==> config.mk <==
export PLATFORM = sky130hd
export DESIGN_NAME = rate_limited_priority_arbiter_top
export DESIGN_NICKNAME = d
export VERILOG_FILES = /design/src/hw/rtl/rlpa_pkg.sv /design/src/hw/rtl/rlpa_scan.sv /design/src/hw/rtl/rate_limited_priority_arbiter_top.sv
export SDC_FILE = /design/constraint.sdc
export NUM_CORES = 1
export LEC_CHECK = 0
export BUFFER_PORTS_ARGS = -buffer_cell sky130_fd_sc_hd__clkbuf_2
export CORE_UTILIZATION = 35
export CTS_BUF_LIST = sky130_fd_sc_hd__clkbuf_16
export DETAILED_ROUTE_END_ITERATION = 6
export RECOVER_POWER = 50
export SYNTH_ARGS = -nofsm -noshare
export SYNTH_HDL_FRONTEND = slang
export SYNTH_HIERARCHICAL = 1
export SYNTH_SLANG_ARGS = --single-unit
export TNS_END_PERCENT = 1
==> constraint.sdc <==
create_clock -name clk -period 14.93 [get_ports clk]
set_input_delay 1.493 -clock clk [delete_from_list [all_inputs] [get_ports clk]]
set_output_delay 1.493 -clock clk [all_outputs]
set_load 0.1 [all_outputs]
==> src/hw/rtl/rlpa_pkg.sv <==
// Shared types and constants of the rate-limited priority arbiter.
`default_nettype none

package rlpa_pkg;

    localparam int TIME_W           = 16;
    localparam int SVC_W            = 2;
    localparam int MASK_W           = 4;
    localparam int SVC_CNT_W        = 3;
    localparam int LIMIT_REGS       = 4;
    localparam int MAX_SERVICES_DEF = 4;
    localparam int CFG_INDEX_W      = 3;
    localparam int CFG_DATA_W       = 16;

    localparam logic [SVC_CNT_W-1:0] SERVICE_COUNT_RST = 3'd4;

    localparam logic [CFG_INDEX_W-1:0] CFG_SERVICE_COUNT = 3'd0;
    localparam logic [CFG_INDEX_W-1:0] CFG_RATE_LIMIT_0  = 3'd1;
    localparam logic [CFG_INDEX_W-1:0] CFG_RATE_LIMIT_1  = 3'd2;
    localparam logic [CFG_INDEX_W-1:0] CFG_RATE_LIMIT_2  = 3'd3;
    localparam logic [CFG_INDEX_W-1:0] CFG_RATE_LIMIT_3  = 3'd4;

    localparam logic OP_ARBITRATE = 1'b0;
    localparam logic OP_RECORD    = 1'b1;

    typedef struct packed {
        logic              granted;
        logic [SVC_W-1:0]  chosen_service;
        logic [TIME_W-1:0] wait_time;
    } rlpa_result_t;

endpackage

`default_nettype wire

==> src/hw/rtl/rlpa_scan.sv <==
// Priority scan over the services: first eligible grant, shortest remaining wait.
`default_nettype none

module rlpa_scan
    import rlpa_pkg::*;
#(
    parameter int NUM_SERVICES = MAX_SERVICES_DEF
) (
    input  wire logic [TIME_W-1:0]    now,
    input  wire logic [MASK_W-1:0]    pending_mask,
    input  wire logic [SVC_CNT_W-1:0] service_count,
    input  wire logic [TIME_W-1:0]    rate_limit [NUM_SERVICES],
    input  wire logic [TIME_W-1:0]    last_start [NUM_SERVICES],
    output rlpa_result_t              result
);

    logic [SVC_CNT_W-1:0] count_eff;

    assign count_eff = (service_count > SVC_CNT_W'(NUM_SERVICES))
                     ? SVC_CNT_W'(NUM_SERVICES) : service_count;

    always_comb
    begin
        logic              done;
        logic [TIME_W-1:0] elapsed;
        logic [TIME_W-1:0] remain;
        result  = '0;
        done    = 1'b0;
        elapsed = '0;
        remain  = '0;
        for (int i = 0; i < NUM_SERVICES; i++)
        begin
            elapsed = now - last_start[i];
            remain  = rate_limit[i] - elapsed;
            if (!done && (SVC_CNT_W'(i) < count_eff) && pending_mask[i])
            begin
                priority if (rate_limit[i] == '0 || elapsed >= rate_limit[i])
                begin
                    result.granted        = 1'b1;
                    result.chosen_service = SVC_W'(i);
                    done                  = 1'b1;
                end
                else
                begin
                    if (result.wait_time == '0 || remain < result.wait_time)
                    begin
                        result.wait_time      = remain;
                        result.chosen_service = SVC_W'(i);
                    end
                end
            end
        end
    end

endmodule

`default_nettype wire

==> src/hw/rtl/rate_limited_priority_arbiter_top.sv <==
// Top level of the rate-limited fixed-priority arbiter.
// Usage:
//   Input channel (in_valid/in_stall) carries one beat per request: operation 0
//   arbitrates at time now over pending_mask, operation 1 records now as the
//   frame start of service. Output channel (out_valid/out_stall) returns one beat
//   per request: granted, chosen_service and wait_time (all zero for a record).
//   Config port (cfg_we/cfg_index/cfg_data) writes service_count (index 0) and
//   rate_limit_0..3 (index 1..4); write it only while the block is idle.
// Timing:
//   Two register stages: an input register and a result register with the scan
//   between them; the scan output is registered in the result register, and one
//   beat is accepted every cycle while the output side keeps up.
//   A record updates the start-time table as it leaves the input register, so
//   the arbitrate beat right after it already sees the new time.
// Reset: both stages empty, service_count 4, all limits and start times zero.
// Stall: out_stall holds the result register; once the input register is also
//   full, in_stall rises in the same cycle and both stages hold their beats.
`default_nettype none

module rate_limited_priority_arbiter_top
    import rlpa_pkg::*;
#(
    parameter int MAX_SERVICES = MAX_SERVICES_DEF
) (
    input  wire logic                   clk,
    input  wire logic                   rst_n,

    input  wire logic                   cfg_we,
    input  wire logic [CFG_INDEX_W-1:0] cfg_index,
    input  wire logic [CFG_DATA_W-1:0]  cfg_data,

    input  wire logic                   in_valid,
    output logic                        in_stall,
    input  wire logic                   operation,
    input  wire logic [TIME_W-1:0]      now,
    input  wire logic [MASK_W-1:0]      pending_mask,
    input  wire logic [SVC_W-1:0]       service,

    output logic                        out_valid,
    input  wire logic                   out_stall,
    output logic                        granted,
    output logic [SVC_W-1:0]            chosen_service,
    output logic [TIME_W-1:0]           wait_time
);

    logic [SVC_CNT_W-1:0] service_count_reg;
    logic [TIME_W-1:0]    rate_limit_reg [LIMIT_REGS];
    logic [TIME_W-1:0]    last_start_reg [MAX_SERVICES];
    logic [TIME_W-1:0]    scan_limit     [MAX_SERVICES];

    logic                 in_valid_reg;
    logic                 op_reg;
    logic [TIME_W-1:0]    now_reg;
    logic [MASK_W-1:0]    pending_reg;
    logic [SVC_W-1:0]     service_reg;

    logic                 out_valid_reg;
    rlpa_result_t         result_reg;
    rlpa_result_t         result_next;
    rlpa_result_t         scan_result;

    logic                 out_ready;
    logic                 in_ready;
    logic                 in_load;
    logic                 out_load;

    assign out_ready = !out_valid_reg || !out_stall;
    assign in_ready  = !in_valid_reg || out_ready;
    assign in_stall  = !in_ready;
    assign in_load   = in_valid && in_ready;
    assign out_load  = in_valid_reg && out_ready;

    // config registers
    always_ff @(posedge clk or negedge rst_n)
    begin
        if (!rst_n)
        begin
            service_count_reg <= SERVICE_COUNT_RST;
            for (int i = 0; i < LIMIT_REGS; i++)
            begin
                rate_limit_reg[i] <= '0;
            end
        end
        else if (cfg_we)
        begin
            unique case (cfg_index)
                CFG_SERVICE_COUNT: service_count_reg <= cfg_data[SVC_CNT_W-1:0];
                CFG_RATE_LIMIT_0:  rate_limit_reg[0] <= cfg_data[TIME_W-1:0];
                CFG_RATE_LIMIT_1:  rate_limit_reg[1] <= cfg_data[TIME_W-1:0];
                CFG_RATE_LIMIT_2:  rate_limit_reg[2] <= cfg_data[TIME_W-1:0];
                CFG_RATE_LIMIT_3:  rate_limit_reg[3] <= cfg_data[TIME_W-1:0];
                default:           ;
            endcase
        end
    end

    // frame start times, written as a record beat leaves the input stage
    always_ff @(posedge clk or negedge rst_n)
    begin
        if (!rst_n)
        begin
            for (int i = 0; i < MAX_SERVICES; i++)
            begin
                last_start_reg[i] <= '0;
            end
        end
        else if (out_load && op_reg == OP_RECORD)
        begin
            for (int i = 0; i < MAX_SERVICES; i++)
            begin
                if (service_reg == SVC_W'(i))
                begin
                    last_start_reg[i] <= now_reg;
                end
            end
        end
    end

    // input stage
    always_ff @(posedge clk or negedge rst_n)
    begin
        if (!rst_n)
        begin
            in_valid_reg <= 1'b0;
        end
        else if (in_ready)
        begin
            in_valid_reg <= in_valid;
        end
    end

    always_ff @(posedge clk)
    begin
        if (in_load)
        begin
            op_reg      <= operation;
            now_reg     <= now;
            pending_reg <= pending_mask;
            service_reg <= service;
        end
    end

    for (genvar g = 0; g < MAX_SERVICES; g++)
    begin : g_limit
        assign scan_limit[g] = rate_limit_reg[g];
    end

    rlpa_scan #(
        .NUM_SERVICES (MAX_SERVICES)
    ) u_scan (
        .now           (now_reg),
        .pending_mask  (pending_reg),
        .service_count (service_count_reg),
        .rate_limit    (scan_limit),
        .last_start    (last_start_reg),
        .result        (scan_result)
    );

    assign result_next = (op_reg == OP_ARBITRATE) ? scan_result : '0;

    // result stage
    always_ff @(posedge clk or negedge rst_n)
    begin
        if (!rst_n)
        begin
            out_valid_reg <= 1'b0;
        end
        else if (out_ready)
        begin
            out_valid_reg <= in_valid_reg;
        end
    end

    always_ff @(posedge clk)
    begin
        if (out_load)
        begin
            result_reg <= result_next;
        end
    end

    assign out_valid      = out_valid_reg;
    assign granted        = result_reg.granted;
    assign chosen_service = result_reg.chosen_service;
    assign wait_time      = result_reg.wait_time;

endmodule

`default_nettype wire

# Yosys cells after proc, flatten, opt, wreduce, memory -nomap -nowiden
# Cells that the tools add are included.
[word_totals] in_bits=47 latch_bits=0 n_memories=0 romBits=0 ram_bits=0 output_inout_bits=21 ff_bits=175
[op_classes] n_eq_ne=7 bitwise=0 addsub=8 n_mul=0 n_reduce_logical=44 div=0 n_shift=0 magnitude_cmp=12 n_mux=24
[ops] operator="$sub 16x16->16" count=8
[ops] operator="$logic_not 16->1" count=7
[ops] operator="$mux 19" count=4
[ops] operator="$ge 16x16->1" count=4
[ops] operator="$mux 16" count=4
[ops] operator="$mux 18" count=3
[ops] operator="$lt 16x16->1" count=3
[ops] operator="$reduce_and 2->1" count=9
[ops] operator="$logic_and 1x1->1" count=10
[ops] operator="$logic_or 1x1->1" count=9
[ops] operator="$mux 1" count=9
[ops] operator="$logic_not 1->1" count=7
[ops] operator="$eq 3x2->1 const B" count=2
[ops] operator="$lt 1x3->1 const A" count=2
[ops] operator="$lt 2x3->1 const A" count=2
[ops] operator="$mux 2" count=3
[ops] operator="$eq 2x2->1 const B" count=2
[ops] operator="$eq 3x1->1 const B" count=1
[ops] operator="$eq 3x3->1 const B" count=1
[ops] operator="$gt 3x3->1 const B" count=1
[ops] operator="$logic_not 3->1" count=1
[ops] operator="$mux 3" count=1
[ops] operator="$eq 2x1->1 const B" count=1
[ops] operator="$logic_not 2->1" count=1

# Logic depth before layout (Yosys ltp)
[depth] depth_word=20 mapped_depth=64 ltp_nobuf=59

# Cells and area by module
# Netlist, hierarchy kept.
[by_module_without_submodules] module="rlpa_scan" area_each_um2=8059.0 cells_per_inst=1168 instances=1 seq_area_each_um2=0.0
[by_module_without_submodules] module="rate_limited_priority_arbiter_top" area_each_um2=6485.0 cells_per_inst=357 instances=1 seq_area_each_um2=4590.7

# Least setup slack after synthesis
# No wires, ideal clock.
[synth_path] kind="flip-flop to flip-flop" from="register now_reg[1]" to="register result_reg, in the netlist wait_time[13] (data pin)" t_required_ns=14.664 path_stages_with_launch=59 path_buffers=6 arrival_ns=11.284 setup_time_ns=0.266 slack_ns=3.380 synth_period_minus_slack_ns=11.550 cell_sequence="edfxtp_1 ha_1 nor2b_1 o21ai_0 a21boi_0 o21ai_0 a21oi_1 o21ai_0 a21oi_1 o21ai_0 a21oi_1 xnor2_1 ha_1 clkbuf_1 nand4_1 nor4_1 a211oi_2 o21ai_0 [23 not listed] o31ai_4 buf_4 mux2_2 ha_1 a21o_1 a21o_1 a21o_1 a21o_1 a21o_1 a21o_1 a21oi_1 nand3_1 or3_1 o22ai_2 o21ai_4 buf_8 mux2_1 nor2b_1"
[synth_rtl] item="start, declared" line_no="rate_limited_priority_arbiter_top.sv:53" text="logic [TIME_W-1:0] now_reg;"
[synth_rtl] item="start signal, assigned" line_no="rate_limited_priority_arbiter_top.sv:137" text="now_reg <= now;"
[synth_rtl] item="end signal, assigned" line_no="rate_limited_priority_arbiter_top.sv:178" text="result_reg <= result_next;"
[synth_rtl] item="end, declared" line_no="rate_limited_priority_arbiter_top.sv:58" text="rlpa_result_t result_reg;"

==> summary.txt <==
Min path
  • End of the worst hold path: last_start_reg[53]$_DFFE_PN0P_
  • Hold Crit Class: flip-flop to flip-flop
  • Hold Path Stages: 1
  • Min-delay src: last_start_reg[53]$_DFFE_PN0P_

Drt
  • Total number of vias: around 12000
  • 1st-pass router iterations: 6
  • Routed WL: just over 40000 um
  • Initial DRC Count: 940
  • DRC Markers: 0
  • WL/cell: around 19 um
  • Routed Antenna Nets: 0
  • Vias/cell: 5.40

Worst setup path
  • Crit. End Element: flip-flop
  • Critical path arrival: approximately 14 ns
  • Critical Path Start Type: flip-flop
  • R2R Setup Slk: about 1.2 ns
  • End of the worst register-to-register path: wait_time[13]$_SDFFCE_PP0P_
  • Max FO, Critical Path: 29
  • Slowest CP cell: and2_1
  • R2R Path Start: now_reg[1]$_DFFE_PP_
  • Worst endpoint required time: 15.11 ns
  • Critical path class: flip-flop to flip-flop
  • CP peak stage delay: just over 0.7 ns
  • R2R depth: 55

Synthesis
  • Post-synth top cells: ha_1, inv_1, dfrtp_1, mux2_2, a21oi_1
  • Post-synth EDFFs: 42
  • Yosys warns: 6
  • Ys async rst share: 76.0%
  • Ys flop type: dfrtp_1
  • Post-synthesis sequential area ratio: 31.6%
  • Cell variety after synth: 87
  • Yosys top cell by area: dfrtp_1
  • Syn Std Cell Area: 14500 um^2
  • Synth Register Bits: between 150 and 200
  • Synth top area cells: dfrtp_1, ha_1, mux2_2
  • Syn nets: about 1700
  • Top cell type's share of synthesized area: 22.7%
  • Syn avg cell area: 9.54 um^2
  • Most numerous cell in the Yosys netlist: ha_1
  • Post-synthesis cell count: 1525

Placed design
  • Port Buffer Count: 67
  • Pre-CTS setup slack: about 1.5 ns
  • GPL Wtd Cong: 0.955
  • Dpl hpwl: between 30000 and 40000 um
  • Placed cell count: 2107

STA
  • Pins Over Slew Limit: 160
  • RSZ-0062 raised after global routing: no
  • Slew headroom: -181%
  • TNS Setup: 0 ns
  • Final min period: 13.73 ns
  • Final setup viols: 0
  • Fmax: 72.8 MHz
  • Fin crit share: 91.9%
  • Worst-Margin Slew: 4.21 ns
  • Skew final: roughly 0.013 ns
  • Final Hold Vio Count: 0
  • Final worst setup slack: between 1 and 1.5 ns

CTS
  • TritonCTS Buffers: 17
  • CTS tree: built
  • Post-cts sizing count: 0
  • Root buffer selected by CTS: clkbuf_16
  • Clock Path Buffers: 2
  • CTS sink cnt: 175
  • Worst skew pair latency: 0.46 ns
  • Hold_buf cts: 0
  • H-tree depth: 4
  • Setup bufs post-CTS: 0
  • Clk pin slew, worst setup/hold paths: roughly 0.080 ns

Finish
  • Finished Layout Cells: between 2000 and 2500
  • Fill count: between 4000 and 5000
  • Layout Nets: between 1500 and 2000
  • Area Overhead vs Synth: 10.3%
  • Share of cells above drive strength 1: 16.9%
  • # diodes: 0
  • Storage cell area: between 4000 and 5000 um^2
  • Area of the multi-input gates: ~9200 um^2

Global route
  • Total gr overflow: 0
  • Initial antenna violation count: 1
  • First-pass GRT wire length: approximately 63000 um
  • Vias in the first global route: 10900
  • Total GRT Usage: just under 20%
  • Pin count of the biggest net entering global routing: 80

Run
  • Max-cap viol count: 3

Outcome
  • Failing checks: max-capacitance violations, max-slew violations
  • Status: finished, violations left

Die
  • IO Pins: 68
  • Die Span X: 206 um
  • Initial Util: 35.5%
  • Die H: 206 um
  • Core Area: 40900 um^2
  • Total die area: 42400 um^2
  • FP Rows: 74
through the flow:
stage	utilization (%)	hold WS, ns	area, um^2
after floorplan	-	0.471	14500
after global placement	37.9	0.490	15500
after detailed placement	37.9	0.494	15500
after CTS	39.4	0.510	16100
after global routing	39.2	0.517	16000
final	39.2	0.497	16000
cell families after synthesis:
logic type	count (synthesis)	share of synthesized area [%]
buf+inv	190	5.34
mux	154	12.1
xor+xnor	86	5.18
flops	175	31.6
fa+ha+maj	177	15.6
simple gates	388	14.5
compound gates	355	15.7
routing by layer:
| layer | wire length (um) | GRT usage (%) | up-vias | share of wire [%] |
|---|---|---|---|---|
| li1 | - | - | 5669 | - |
| met1 | 20200 | 28.6 | 5498 | 50 |
| met2 | 17300 | 30.0 | 333 | 43 |
| met3 | 1820 | 2.76 | 49 | 4.5 |
| met4 | 1060 | 6.07 | 0 | 2.6 |
| met5 | 0 | 0 | - | 0 |
worst max-delay path by stage:
stage               slack, ns                          end  depth (start not counted)                 start
finish                   1.20  wait_time[13]$_SDFFCE_PP0P_                         55  now_reg[1]$_DFFE_PP_
floorplan                3.38  wait_time[13]$_SDFFCE_PP0P_                         58  now_reg[1]$_DFFE_PP_
global route             0.01  wait_time[13]$_SDFFCE_PP0P_                         55  now_reg[1]$_DFFE_PP_
CTS                      1.43  wait_time[13]$_SDFFCE_PP0P_                         55  now_reg[1]$_DFFE_PP_
detailed placement       1.49  wait_time[13]$_SDFFCE_PP0P_                         55  now_reg[1]$_DFFE_PP_
global placement         1.85  wait_time[13]$_SDFFCE_PP0P_                         55  now_reg[1]$_DFFE_PP_
area by class of cell:
cell class / count / area share (%)
clock buffer: 17 / 2.65
clock inverter: 15 / 1.10
inverter: 157 / 3.67
multi-input combinational: 1160 / 57.1
sequential: 175 / 28.6
tap: 532 / 4.15
timing repair buffer: 83 / 2.69
critical path, delay by kind of cell, from the launching register on:
family / cells / cell delay [ns]
buffers and inverters: 2 / 0.42
xor gates and xnor gates: 1 / 0.18
adders and majority gates: 5 / 1.68
muxes: 1 / 0.35
DFF: 1 / 0.69
and+or+nand+nor: 14 / 3.67
AOI/OAI and AO/OA: 32 / 6.42
cell usage in the layout (no fill, tap or decap), types with 29 or more instances in the layout:
cell / netlist / routed
a21o_1: 43 / 43
a21oi_1: 116 / 116
clkbuf_2: 0 / 63
dfrtp_1: 132 / 132
edfxtp_1: 42 / 42
ha_1: 169 / 169
inv_1: 157 / 157
mux2_2: 130 / 129
nand2_1: 77 / 77
nand3_1: 35 / 35
nor2_1: 78 / 78
nor2b_1: 36 / 35
o21ai_0: 76 / 76
xnor2_1: 57 / 57
xor2_1: 29 / 29
Power is not shown: default switching activity piles up to over one toggle a cycle in this logic, so the estimate is an artifact.
